[config.mk]
export PLATFORM = sky130hd
export DESIGN_NAME = stun_mapped_address_parser_top_flat
export DESIGN_NICKNAME = d
export VERILOG_FILES = /design/src/design/smap_pkg.sv /design/src/design/smap_if.sv /design/src/design/smap_parser.sv /design/src/design/stun_mapped_address_parser_top.sv /design/src/flat_wrapper.sv
export SDC_FILE = /design/constraint.sdc
export NUM_CORES = 1
export LEC_CHECK = 0
export BUFFER_PORTS_ARGS = -buffer_cell sky130_fd_sc_hd__buf_2
export CORE_ASPECT_RATIO = 0.9
export CORE_UTILIZATION = 40
export CTS_CLUSTER_DIAMETER = 100
export DETAILED_ROUTE_END_ITERATION = 12
export PLACE_DENSITY_LB_ADDON = 0.15
export SETUP_SLACK_MARGIN = 0.02
export SYNTH_ARGS = -nofsm -noshare
export SYNTH_HDL_FRONTEND = slang
export SYNTH_HIERARCHICAL = 1
export SYNTH_SLANG_ARGS = --single-unit
[constraint.sdc]
create_clock -name clk_i -period 4.7 [get_ports clk_i]
set_clock_uncertainty 0.1 [all_clocks]
set_input_delay 0.705 -clock clk_i [delete_from_list [all_inputs] [get_ports clk_i]]
set_output_delay 0.705 -clock clk_i [all_outputs]
set_load 0.02 [all_outputs]
[src/design/smap_pkg.sv]
// Package for the STUN mapped-address parser: protocol constants, parse phase
// codes, result status codes and the result record. No dependencies.
package smap_pkg;

  // Width of the saturating byte position counter by default.
  localparam int unsigned PositionBitsDefault = 16;

  // STUN protocol constants.
  localparam logic [31:0] COOKIE_WORD     = 32'h2112_A442;
  localparam int unsigned HEADER_BYTES    = 20;
  localparam logic [15:0] TYPE_RESPONSE   = 16'h0101;
  localparam logic [15:0] ATTR_XOR_MAPPED = 16'h0020;
  localparam logic [3:0]  ADDR_VALUE_BYTES = 4'd8;

  // Parse phase codes.
  localparam logic [2:0] PH_HEADER   = 3'd0;
  localparam logic [2:0] PH_ATTR_HDR = 3'd1;
  localparam logic [2:0] PH_SKIP     = 3'd2;
  localparam logic [2:0] PH_VALUE    = 3'd3;
  localparam logic [2:0] PH_DONE     = 3'd4;

  // Result status codes.
  typedef enum logic [2:0] {
    STATUS_OK         = 3'd0,
    STATUS_TOO_SHORT  = 3'd1,
    STATUS_BAD_COOKIE = 3'd2,
    STATUS_BAD_TYPE   = 3'd3,
    STATUS_NO_ADDRESS = 3'd4,
    STATUS_TRUNCATED  = 3'd5
  } status_e;

  // One result per packet.
  typedef struct packed {
    logic        found;
    status_e     status;
    logic [31:0] mapped_ip;
    logic [15:0] mapped_port;
  } result_t;

  // Byte of the magic cookie expected at header offset 4 + idx.
  function automatic logic [7:0] cookie_byte(input logic [1:0] idx);
    logic [7:0] b;
    case (idx)
      2'd0:    b = COOKIE_WORD[31:24];
      2'd1:    b = COOKIE_WORD[23:16];
      2'd2:    b = COOKIE_WORD[15:8];
      default: b = COOKIE_WORD[7:0];
    endcase
    return b;
  endfunction

endpackage

[src/design/smap_if.sv]
// Valid/ready channel interfaces for the STUN mapped-address parser:
// the byte input channel and the result channel. No dependencies.
interface smap_in_if;
  logic       valid;
  logic       ready;
  logic [7:0] rx_byte;
  logic       last_byte;

  modport source (output valid, output rx_byte, output last_byte, input ready);
  modport sink (input valid, input rx_byte, input last_byte, output ready);
endinterface

interface smap_out_if;
  logic        valid;
  logic        ready;
  logic        found;
  logic [2:0]  status;
  logic [31:0] mapped_ip;
  logic [15:0] mapped_port;

  modport source (output valid, output found, output status, output mapped_ip,
                  output mapped_port, input ready);
  modport sink (input valid, input found, input status, input mapped_ip,
                input mapped_port, output ready);
endinterface

[src/design/smap_parser.sv]
// Per-byte parse state of the STUN mapped-address parser and its next-state
// logic; gives the packet result for the byte being consumed. Uses smap_pkg.
module smap_parser
  import smap_pkg::*;
#(
  parameter int unsigned PositionBits = PositionBitsDefault
) (
  input  logic       clk_i,
  input  logic       rst_ni,
  input  logic       step_i,
  input  logic [7:0] rx_byte_i,
  input  logic       last_byte_i,
  output result_t    result_o
);

  logic [PositionBits-1:0] pos_q, pos_d;
  logic [2:0]  phase_q, phase_d;
  logic        cookie_bad_q, cookie_bad_d;
  logic        type_bad_q, type_bad_d;
  logic [1:0]  ahi_q, ahi_d;
  logic [15:0] atype_q, atype_d;
  logic [15:0] alen_q, alen_d;
  logic [16:0] skip_q, skip_d;
  logic [3:0]  vidx_q, vidx_d;
  logic [15:0] xport_q, xport_d;
  logic [31:0] xip_q, xip_d;
  logic        done_q, done_d;
  logic [1:0]  pad;

  // Next state for one consumed byte.
  always_comb begin
    pos_d        = pos_q;
    phase_d      = phase_q;
    cookie_bad_d = cookie_bad_q;
    type_bad_d   = type_bad_q;
    ahi_d        = ahi_q;
    atype_d      = atype_q;
    alen_d       = alen_q;
    skip_d       = skip_q;
    vidx_d       = vidx_q;
    xport_d      = xport_q;
    xip_d        = xip_q;
    done_d       = done_q;
    pad          = 2'd0;
    case (phase_q)
      PH_HEADER: begin
        if (pos_q < PositionBits'(2) && rx_byte_i != TYPE_RESPONSE[7:0]) begin
          type_bad_d = 1'b1;
        end
        if (pos_q >= PositionBits'(4) && pos_q < PositionBits'(8) &&
            rx_byte_i != cookie_byte(pos_q[1:0])) begin
          cookie_bad_d = 1'b1;
        end
        if (pos_q == PositionBits'(HEADER_BYTES - 1)) begin
          phase_d = PH_ATTR_HDR;
        end
      end
      PH_ATTR_HDR: begin
        case (ahi_q)
          2'd0:    atype_d = {rx_byte_i, 8'h00};
          2'd1:    atype_d = atype_q | {8'h00, rx_byte_i};
          2'd2:    alen_d  = {rx_byte_i, 8'h00};
          default: alen_d  = alen_q | {8'h00, rx_byte_i};
        endcase
        // The attribute header is complete on its fourth byte.
        if (ahi_q == 2'd3) begin
          if (atype_q == ATTR_XOR_MAPPED) begin
            if (alen_d < {12'd0, ADDR_VALUE_BYTES}) begin
              // Loading the cookie makes the decoded address zero.
              xport_d = COOKIE_WORD[31:16];
              xip_d   = COOKIE_WORD;
              done_d  = 1'b1;
              phase_d = PH_DONE;
            end else begin
              vidx_d  = 4'd0;
              phase_d = PH_VALUE;
            end
          end else begin
            pad     = 2'd0 - alen_d[1:0];
            skip_d  = {1'b0, alen_d} + {15'd0, pad};
            phase_d = (skip_d == 17'd0) ? PH_ATTR_HDR : PH_SKIP;
          end
        end
        ahi_d = ahi_q + 2'd1;
      end
      PH_SKIP: begin
        if (skip_q != 17'd0) begin
          skip_d = skip_q - 17'd1;
        end
        if (skip_d == 17'd0) begin
          phase_d = PH_ATTR_HDR;
        end
      end
      PH_VALUE: begin
        if (vidx_q == 4'd2) begin
          xport_d = {rx_byte_i, 8'h00};
        end else if (vidx_q == 4'd3) begin
          xport_d = xport_q | {8'h00, rx_byte_i};
        end else if (vidx_q >= 4'd4 && vidx_q < ADDR_VALUE_BYTES) begin
          xip_d = {xip_q[23:0], rx_byte_i};
        end
        vidx_d = vidx_q + 4'd1;
        if (vidx_d >= ADDR_VALUE_BYTES) begin
          done_d  = 1'b1;
          phase_d = PH_DONE;
        end
      end
      default: begin
      end
    endcase
    if (pos_q != '1) begin
      pos_d = pos_q + PositionBits'(1);
    end
  end

  // Packet result, taken from the state after this byte.
  always_comb begin
    result_o = '{found: 1'b0, status: STATUS_NO_ADDRESS, mapped_ip: 32'd0,
                 mapped_port: 16'd0};
    if (phase_d == PH_HEADER) begin
      result_o.status = STATUS_TOO_SHORT;
    end else if (cookie_bad_d) begin
      result_o.status = STATUS_BAD_COOKIE;
    end else if (type_bad_d) begin
      result_o.status = STATUS_BAD_TYPE;
    end else if (done_d) begin
      result_o.found       = 1'b1;
      result_o.status      = STATUS_OK;
      result_o.mapped_ip   = xip_d ^ COOKIE_WORD;
      result_o.mapped_port = xport_d ^ COOKIE_WORD[31:16];
    end else if (phase_d == PH_VALUE) begin
      result_o.status = STATUS_TRUNCATED;
    end
  end

  // State registers; the last byte of a packet returns all state to reset.
  always_ff @(posedge clk_i or negedge rst_ni) begin
    if (!rst_ni) begin
      pos_q        <= '0;
      phase_q      <= PH_HEADER;
      cookie_bad_q <= 1'b0;
      type_bad_q   <= 1'b0;
      ahi_q        <= 2'd0;
      atype_q      <= 16'd0;
      alen_q       <= 16'd0;
      skip_q       <= 17'd0;
      vidx_q       <= 4'd0;
      xport_q      <= 16'd0;
      xip_q        <= 32'd0;
      done_q       <= 1'b0;
    end else if (step_i) begin
      if (last_byte_i) begin
        pos_q        <= '0;
        phase_q      <= PH_HEADER;
        cookie_bad_q <= 1'b0;
        type_bad_q   <= 1'b0;
        ahi_q        <= 2'd0;
        atype_q      <= 16'd0;
        alen_q       <= 16'd0;
        skip_q       <= 17'd0;
        vidx_q       <= 4'd0;
        xport_q      <= 16'd0;
        xip_q        <= 32'd0;
        done_q       <= 1'b0;
      end else begin
        pos_q        <= pos_d;
        phase_q      <= phase_d;
        cookie_bad_q <= cookie_bad_d;
        type_bad_q   <= type_bad_d;
        ahi_q        <= ahi_d;
        atype_q      <= atype_d;
        alen_q       <= alen_d;
        skip_q       <= skip_d;
        vidx_q       <= vidx_d;
        xport_q      <= xport_d;
        xip_q        <= xip_d;
        done_q       <= done_d;
      end
    end
  end

  // A consumed last byte leaves the parser at the start of a new packet.
  assert property (@(posedge clk_i) disable iff (!rst_ni)
    step_i && last_byte_i |=> phase_q == PH_HEADER && pos_q == '0)
    else $error("parser state not cleared after the last byte");

  // A decoded address always parks the parser in the done phase.
  assert property (@(posedge clk_i) disable iff (!rst_ni)
    done_q |-> phase_q == PH_DONE)
    else $error("address decoded outside the done phase");

  // The skip count is only nonzero while skipping.
  assert property (@(posedge clk_i) disable iff (!rst_ni)
    skip_q != 17'd0 |-> phase_q == PH_SKIP)
    else $error("skip count left over outside the skip phase");

endmodule

[src/design/stun_mapped_address_parser_top.sv]
// Top level of the STUN binding-response XOR-MAPPED-ADDRESS parser: input
// register, parse state (smap_parser) and result register. Uses smap_pkg, smap_if.
//
//   channel | dir | payload                                  | transactions
//   in_i    | in  | rx_byte, last_byte                       | one per packet byte
//   out_o   | out | found, status, mapped_ip, mapped_port    | one per packet
//
// One byte per cycle is sustained while no closing byte waits for the result slot;
// a registered byte is parsed by the next-state logic of the parse state.
// A result is loaded into the result register when its last byte leaves the input register.
// Reset (rst_ni low, asynchronous) empties both registers and clears the parse state.
// A stalled result holds the next packet's last byte in the input register, which then blocks further bytes.
module stun_mapped_address_parser_top
  import smap_pkg::*;
#(
  parameter int unsigned PositionBits = PositionBitsDefault
) (
  input  logic      clk_i,
  input  logic      rst_ni,
  smap_in_if.sink   in_i,
  smap_out_if.source out_o
);

  logic       in_vld_q;
  logic [7:0] byte_q;
  logic       last_q;
  logic       out_vld_q;
  result_t    res_q;
  result_t    res_d;
  logic       out_free;
  logic       proceed;

  // A registered byte moves on unless it closes a packet and the result slot is busy.
  assign out_free   = !out_vld_q || out_o.ready;
  assign proceed    = in_vld_q && (!last_q || out_free);
  assign in_i.ready = !in_vld_q || proceed;

  // Input register.
  always_ff @(posedge clk_i or negedge rst_ni) begin
    if (!rst_ni) begin
      in_vld_q <= 1'b0;
    end else if (in_i.ready) begin
      in_vld_q <= in_i.valid;
    end
  end

  always_ff @(posedge clk_i) begin
    if (in_i.ready && in_i.valid) begin
      byte_q <= in_i.rx_byte;
      last_q <= in_i.last_byte;
    end
  end

  smap_parser #(
    .PositionBits(PositionBits)
  ) u_parser (
    .clk_i       (clk_i),
    .rst_ni      (rst_ni),
    .step_i      (proceed),
    .rx_byte_i   (byte_q),
    .last_byte_i (last_q),
    .result_o    (res_d)
  );

  // Result register.
  always_ff @(posedge clk_i or negedge rst_ni) begin
    if (!rst_ni) begin
      out_vld_q <= 1'b0;
    end else if (proceed && last_q) begin
      out_vld_q <= 1'b1;
    end else if (out_o.ready) begin
      out_vld_q <= 1'b0;
    end
  end

  always_ff @(posedge clk_i) begin
    if (proceed && last_q) begin
      res_q <= res_d;
    end
  end

  assign out_o.valid       = out_vld_q;
  assign out_o.found       = res_q.found;
  assign out_o.status      = res_q.status;
  assign out_o.mapped_ip   = res_q.mapped_ip;
  assign out_o.mapped_port = res_q.mapped_port;

  // A new result is loaded only by a consumed last byte.
  assert property (@(posedge clk_i) disable iff (!rst_ni)
    $rose(out_vld_q) |-> $past(in_vld_q && last_q))
    else $error("result raised without a closing byte");

  // A found address always carries the ok status.
  assert property (@(posedge clk_i) disable iff (!rst_ni)
    out_vld_q && res_q.found |-> res_q.status == STATUS_OK)
    else $error("found result with a failure status");

  // Without an address, the address fields are zero.
  assert property (@(posedge clk_i) disable iff (!rst_ni)
    out_vld_q && !res_q.found |-> res_q.mapped_ip == 32'd0 && res_q.mapped_port == 16'd0)
    else $error("address fields set on a failed packet");

endmodule

[src/flat_wrapper.sv]
// flat-port wrapper written by rule: the top's interface ports become plain ports
module stun_mapped_address_parser_top_flat import smap_pkg::*;
#(
  parameter int unsigned PositionBits = PositionBitsDefault
)
  (clk_i, rst_ni, in_i_valid, in_i_rx_byte, in_i_last_byte, in_i_ready, out_o_valid, out_o_found, out_o_status, out_o_mapped_ip, out_o_mapped_port, out_o_ready);
  smap_in_if in_i_i ();
  smap_out_if out_o_i ();
  input  logic clk_i;
  input  logic rst_ni;
  input wire logic [$bits(in_i_i.valid)-1:0] in_i_valid;
  input wire logic [$bits(in_i_i.rx_byte)-1:0] in_i_rx_byte;
  input wire logic [$bits(in_i_i.last_byte)-1:0] in_i_last_byte;
  output wire logic [$bits(in_i_i.ready)-1:0] in_i_ready;
  output wire logic [$bits(out_o_i.valid)-1:0] out_o_valid;
  output wire logic [$bits(out_o_i.found)-1:0] out_o_found;
  output wire logic [$bits(out_o_i.status)-1:0] out_o_status;
  output wire logic [$bits(out_o_i.mapped_ip)-1:0] out_o_mapped_ip;
  output wire logic [$bits(out_o_i.mapped_port)-1:0] out_o_mapped_port;
  input wire logic [$bits(out_o_i.ready)-1:0] out_o_ready;
  assign in_i_i.valid = in_i_valid;
  assign in_i_i.rx_byte = in_i_rx_byte;
  assign in_i_i.last_byte = in_i_last_byte;
  assign in_i_ready = in_i_i.ready;
  assign out_o_valid = out_o_i.valid;
  assign out_o_found = out_o_i.found;
  assign out_o_status = out_o_i.status;
  assign out_o_mapped_ip = out_o_i.mapped_ip;
  assign out_o_mapped_port = out_o_i.mapped_port;
  assign out_o_i.ready = out_o_ready;
  stun_mapped_address_parser_top #(.PositionBits(PositionBits)) u_core (.clk_i(clk_i), .rst_ni(rst_ni), .in_i(in_i_i), .out_o(out_o_i));
endmodule
# Yosys cells after proc, flatten, opt, wreduce, memory -nomap -nowiden
# Index checks and enable logic that the tools add are counted.
[totals]
word_cells = 162
ff_bits = 188
out_inout_bits = 54
[op_classes]
magnitude_cmp = 7
eq_ne = 20
n_bitwise = 6
muxes = 67
reduce_logical = 35
addsub = 6
[op_table]
columns = ["operator", "n"]
rows = [
  ["$mux 32", 7],
  ["$mux 16", 13],
  ["$pmux 16 s2", 3],
  ["$mux 17", 5],
  ["$pmux 32 s2", 1],
  ["$or 16x8->16", 3],
  ["$logic_not 17->1", 2],
  ["$pmux 17 s2", 1],
  ["$lt 16x4->1 const B", 2],
  ["$pmux 8 s3", 1],
  ["$mux 3", 7],
  ["$add 16x2->17", 1],
  ["$reduce_bool 17->1", 1],
  ["$sub 17x1->17 const B", 1],
  ["$add 16x1->16 const B", 1],
  ["$eq 16x5->1 const B", 1],
  ["$eq 16x6->1 const B", 1],
  ["$ge 16x3->1 const B", 1],
  ["$lt 16x2->1 const B", 1],
  ["$mux 1", 16],
  ["$mux 4", 4],
  ["$ne 16x16->1 const B", 1],
  ["$ne 3x2->1 const B", 4],
  ["$pmux 3 s4", 1],
  ["34 further kinds", 62],
]

# Longest topological paths before layout
[logic_depth]
ltp_word = 16
mapped_depth = 13
mapped_depth_nobuf = 10

# Cells and area by module
# The synthesis kept the hierarchy.
[by_module_without_submodules]
columns = ["mod", "area_each_um2", "cells_per_inst", "n_inst"]
rows = [
  ["smap_parser", 7798.7, 900, 1],
  ["stun_mapped_address_parser_top", 1938.1, 71, 1],
]

# Least setup slack after synthesis
# Ideal clock, no wire load.
[synth_path]
path_kind = "input port to flip-flop"
start = "in out_o_ready"
end = "reg u_core.res_q, in the netlist u_core/out_o.found (enable)"
path_stages = 2
t_required_ns = 4.138
n_path_buf = 0
path_slack_ns = 1.194
t_arrival_ns = 2.944
path_cell_list = "nor2b_1 -> nor2_1"
[synth_via]
elab_chain_len = 4
[synth_rtl]
columns = ["element", "line", "text"]
rows = [
  ["start: declaration", "flat_wrapper.sv:20", "input wire logic [$bits(out_o_i.ready)-1:0] out_o_ready;"],
  ["$logic_or 1x1->1", "stun_mapped_address_parser_top.sv:34", "assign out_free = !out_vld_q || out_o.ready;"],
  ["$logic_or 1x1->1", "stun_mapped_address_parser_top.sv:35", "assign proceed = in_vld_q && (!last_q || out_free);"],
  ["$logic_and 1x1->1", "stun_mapped_address_parser_top.sv:35", ""],
  ["$logic_and 1x1->1", "stun_mapped_address_parser_top.sv:77", "if (proceed && last_q) begin"],
  ["end signal: assignment", "stun_mapped_address_parser_top.sv:78", "res_q <= res_d;"],
  ["end: declaration", "stun_mapped_address_parser_top.sv:28", "result_t res_q;"],
]
# No other way between the ends.
# A chain may end at the register's enable or synchronous reset.

# Worst setup path after layout
[layout_path]
start = "reg u_core.u_parser.ahi_q[0]"
end = "reg u_core.res_q, in the netlist u_core/out_o.mapped_port[8] (data pin)"
[layout_via]
elab_chain_len = 13
elab_cells_between_ends = 28
cone_classes = "add/sub: 2; order compare: 1; eq/ne: 3; mux: 15; bitwise: 2; reduce/logical: 5"
[layout_rtl]
columns = ["element", "line", "text"]
rows = [
  ["start: declaration", "smap_parser.sv:20", "logic [1:0] ahi_q, ahi_d;"],
  ["start signal: assignment", "smap_parser.sv:170", "ahi_q <= ahi_d;"],
  ["$eq 2x1->1 / $logic_not 2->1 (equally long branches)", "smap_parser.sv:59", "case (ahi_q)"],
  ["$reduce_or 2->1 (no line)", "n/a", ""],
  ["$pmux 16 s2", "smap_parser.sv:59", ""],
  ["$mux 16", "smap_parser.sv:45", "case (phase_q)"],
  ["$sub 1x2->2", "smap_parser.sv:79", "pad = 2'd0 - alen_d[1:0];"],
  ["$add 16x2->17", "smap_parser.sv:80", "skip_d = {1'b0, alen_d} + {15'd0, pad};"],
  ["$logic_not 17->1", "smap_parser.sv:81", "phase_d = (skip_d == 17'd0) ? PH_ATTR_HDR : PH_SKIP;"],
  ["$mux 2", "smap_parser.sv:81", ""],
  ["$mux 3", "smap_parser.sv:67", "if (atype_q == ATTR_XOR_MAPPED) begin"],
  ["$mux 3", "smap_parser.sv:66", "if (ahi_q == 2'd3) begin"],
  ["$pmux 3 s4", "smap_parser.sv:45", ""],
  ["$logic_not 3->1", "smap_parser.sv:120", "if (phase_d == PH_HEADER) begin"],
  ["$reduce_or 4->1 (no line)", "n/a", ""],
]
# Several ways; a longest one is shown, not always the timed one. The select of a mux whose other input is x is not followed.

==> impl_metrics.csv <==
group,metric,value,unit
die,die_area,0.0250,mm^2
pwr,ir_drop,0.265,mV
place,place.port_buffers,66,
sta,fin_setup_tns,0,ns
sta,max_freq,264,MHz
clock_network,numCtsBuffers,17,
final_layout,finalNetCount,1032,
worst_setup_path,cp_max_fo,49,
grt,overflow,0,
clock_network,clk_latency,0.44,ns
place,dpl.cell_count,1290,
logic_synthesis,synth_edf_count,61,
place,gp_congestion,0.845,
sta,report.final.slew_viol_count,0,
route,post_drt_wl_per_cell,18.7,um
run_status,violations,"design-rule violations",
hold_path,hold_class,"input pin to asynchronous set/reset pin",
run_status,status,"finished, violations left",
pwr,power.leakage,4.51,nW
logic_synthesis,ys_ff_latch,188,
clock_network,cts_resized,0,
sta,rsz0062_at_grt,"no",
die,ios,67,
grt,grt_pass1_wl,40400,um
pwr,p_per_area,527,mW/mm^2
sta,whs,0.167,ns
clock_network,cts_sinks,188,
grt,use_met2,31.4,%
final_layout,antenna_cells,0,
route,drc,9,
die,die_x,166,um
clock_network,h-tree-depth,4,
worst_setup_path,crit_type,"register to register",
logic_synthesis,synthFlopType,"dfrtp_1",
worst_setup_path,cp_cell_sequence,"inv_1 > ha_1 > or3_1 > buf_4 > and2_1 > mux2i_1 > o2111ai_1 > or4_1 > nand4_1 > a21oi_4 > buf_12 > a2111oi_2",
sta,finalCritPeriodShare,80.7,%
clock_network,clk_path_buf_depth,2,
grt,grt-busiest-layer,"met2",
logic_synthesis,synthesis.instances,971,
logic_synthesis,yosysWarnings,6,
grt,grt_use_met1,30.2,%
worst_setup_path,cp-end-kind,"register",
logic_synthesis,synth_cell_types,77,
logic_synthesis,synth.cell_area,0.00974,mm^2
worst_setup_path,cpPeakStageDelay,0.47,ns
logic_synthesis,async_flop_share,67.6,%
grt,use_met3,3.52,%
clock_network,cts_tree,"yes",
sta,hold_viol_final,0,
place,hpwl,16000,um
place,preCtsSetupSlack,0.938,ns
sta,setup_viol,0,
worst_setup_path,cp.required,4.84,ns
logic_synthesis,syn_avg_cell_area,10.0,um^2
route,first_pass_iters,9,
sta,relSlewSlack,24.6,%
grt,grtUsageTotal,20.6,%
run,drv_cap,0,
route,wl,24700,um
die,coreArea,0.0236,mm^2
route,vias_per_cell,5.82,
route,dr_total_vias,7698,
route,ant_nets,0,
clock_network,clkTransAtPathRegs,0.08,ns
worst_setup_path,cp-start-kind,"register",
worst_setup_path,arrival,3.93,ns
logic_synthesis,yosysSeqAreaShare,51.5,%
die,die_h,150,um
grt,antenna_found_initial,0,
clock_network,hold_buffers,0,
clock_network,root_buffer,"clkbuf_16",
clock_network,cts_setup_buffers,0,
sta,setup_ws,0.906,ns
sta,finalCriticalPeriod,3.79,ns
sta,tightest_slew,1.13,ns
final_layout,stdcell_count,1322,
logic_synthesis,synth_nets,996,
die,initial_core_util,41.2,%
grt,grt_max_degree,52,
final_layout,area_growth,12.7,%
worst_setup_path,slowest_stage,"or3_1",
grt,grt_pass1_vias,7264,
route,drtIter0Drc,565,
final_layout,drive_gt1_share,15.7,%
die,rows,53,
routing by layer:
metal	vias up	wire, um
met3	19	1180
li1	3691	-
met4	0	284
met5	-	0
met2	214	11000
met1	3774	12200
Yosys cell counts (all sizes together), types with 4 or more instances:
| cell type | n | area share (%) |
|---|---|---|
| dfrtp | 127 | 33 |
| nor2 | 107 | 4.1 |
| o21ai | 73 | 3.8 |
| edfxtp | 61 | 19 |
| clkbuf | 59 | 2.3 |
| nand2 | 57 | 2.2 |
| nor3 | 57 | 3.4 |
| a22o | 55 | 5.0 |
| a21oi | 48 | 2.5 |
| a22oi | 35 | 2.7 |
| nor4 | 19 | 1.8 |
| nand2b | 18 | 1.2 |
| a21o | 16 | 1.2 |
| nor2b | 16 | 1.1 |
| inv | 15 | 0.58 |
| and2 | 14 | 0.90 |
| buf | 14 | 0.78 |
| nand3 | 14 | 0.72 |
| ha | 12 | 1.5 |
| o21a | 12 | 0.93 |
| nand4 | 11 | 0.71 |
| or3 | 10 | 0.64 |
| xnor2 | 10 | 0.90 |
| xor2 | 10 | 0.90 |
| a31oi | 9 | 0.58 |
| or2 | 8 | 0.51 |
| or4 | 8 | 0.66 |
| a32o | 7 | 0.72 |
| o31ai | 7 | 0.59 |
| a211oi | 5 | 0.39 |
| o22ai | 5 | 0.32 |
| o41ai | 4 | 0.44 |
layout make-up:
class                           instances  area [um^2]
Sequential cell                       188         5010
Inverter                               15         56.3
Clock buffer                           17          425
Fill cell                            2216        12600
Multi-Input combinational cell        695         4390
Timing Repair Buffer                   90          526
Tap cell                              302          378
Clock inverter                         15          190
power breakdown:
group	internal [W]	leakage, nW	switching, W
Clock	0.000773	0.294	0.000727
Combinational	0.000808	1.89	0.00137
Sequential	0.00189	2.32	0.000222
Total	0.00347	4.51	0.00232
registers in the layout (all words and copies together) (netlist names), 2 cells and up:
name / cells
u_core/u_parser/atype_q: 16
u_core/u_parser/alen_q: 16
u_core/u_parser/xip_q: 32
u_core/u_parser/xport_q: 16
u_core/u_parser/pos_q: 16
u_core/out_o.mapped_ip: 32
u_core/u_parser/vidx_q: 4
u_core/out_o.mapped_port: 16
u_core/u_parser/ahi_q: 2
u_core/u_parser/phase_q: 3
u_core/out_o.status: 3
u_core/u_parser/skip_q: 17
u_core/byte_q: 8
critical path: cells and delay by family, from the launching register on:
| family | cells | cell delay [ns] |
|---|---|---|
| and+or+nand+nor | 4 | 1.33 |
| buffers and inverters | 3 | 0.50 |
| adders and majority gates | 1 | 0.35 |
| DFF | 1 | 0.42 |
| muxes | 1 | 0.27 |
| AOI/OAI and AO/OA | 3 | 0.63 |
final timing paths:
check / from / cells past startpoint / end / slack (ns)
max in group asynchronous: rst_ni / 2 / u_core/u_parser/xip_q[2]$_DFFE_PN0P_ / 3.30
min: rst_ni / 1 / u_core/u_parser/atype_q[6]$_DFFE_PN0P_ / 0.17
min reg2reg: u_core/u_parser/xport_q[4]$_DFFE_PN0P_ / 1 / u_core/u_parser/xport_q[4]$_DFFE_PN0P_ / 0.39
max reg2reg: u_core/u_parser/ahi_q[0]$_DFFE_PN0P_ / 12 / u_core/out_o.mapped_port[8]$_DFFE_PP_ / 0.91
min in group clk_i: in_i_rx_byte[6] / 1 / u_core/byte_q[6]$_DFFE_PP_ / 0.34
max: u_core/u_parser/ahi_q[0]$_DFFE_PN0P_ / 12 / u_core/out_o.mapped_port[8]$_DFFE_PP_ / 0.91
layout by cell type (no fill, tap or decap), types with 4 or more instances in the layout:
cell       instances
or3_1             10
a22oi_1           35
nand2_1           57
a22o_1            54
o31ai_1            6
a32o_1             7
a211oi_1           5
xor2_1            10
nand4_1           11
o22ai_1            5
inv_6              4
dfrtp_1          127
and2_1            14
nand3_1           14
buf_4             24
nor4_2             6
a31oi_1            9
a21o_1            16
o21a_1            12
inv_1             15
o21ai_0           63
or2_2              6
xnor2_1           10
a21oi_1           46
inv_8              4
nor3_2             9
buf_2             65
o21ai_1            9
ha_1              12
nor2_1           106
nand2b_1          18
edfxtp_1          61
clkbuf_16         17
or4_1              7
nor4_1            12
nor2b_1           15
nor3_1            48
through the flow:
step	total power, W	area [um^2]	util (%)
detailed placement	0.00431	10400	43.9
floorplan	0.00377	9740	-
global route	0.00618	11000	46.5
finish	0.00579	11000	46.5
global placement	0.00433	10400	43.9
CTS	0.00583	11000	46.5
logic make-up after synthesis:
logic type               after synthesis  synth area share, %
multiplexers                           2                0.206
XOR/XNOR                              20                 1.80
adder cells (fa/ha/maj)               12                 1.54
buffers and inverters                 88                 3.64
flip-flops                           188                 51.5
AO/OA/AOI/OAI                        308                 22.2
AND/OR/NAND/NOR                      353                 19.1
No activity file was read; power rests on OpenSTA's default activity.
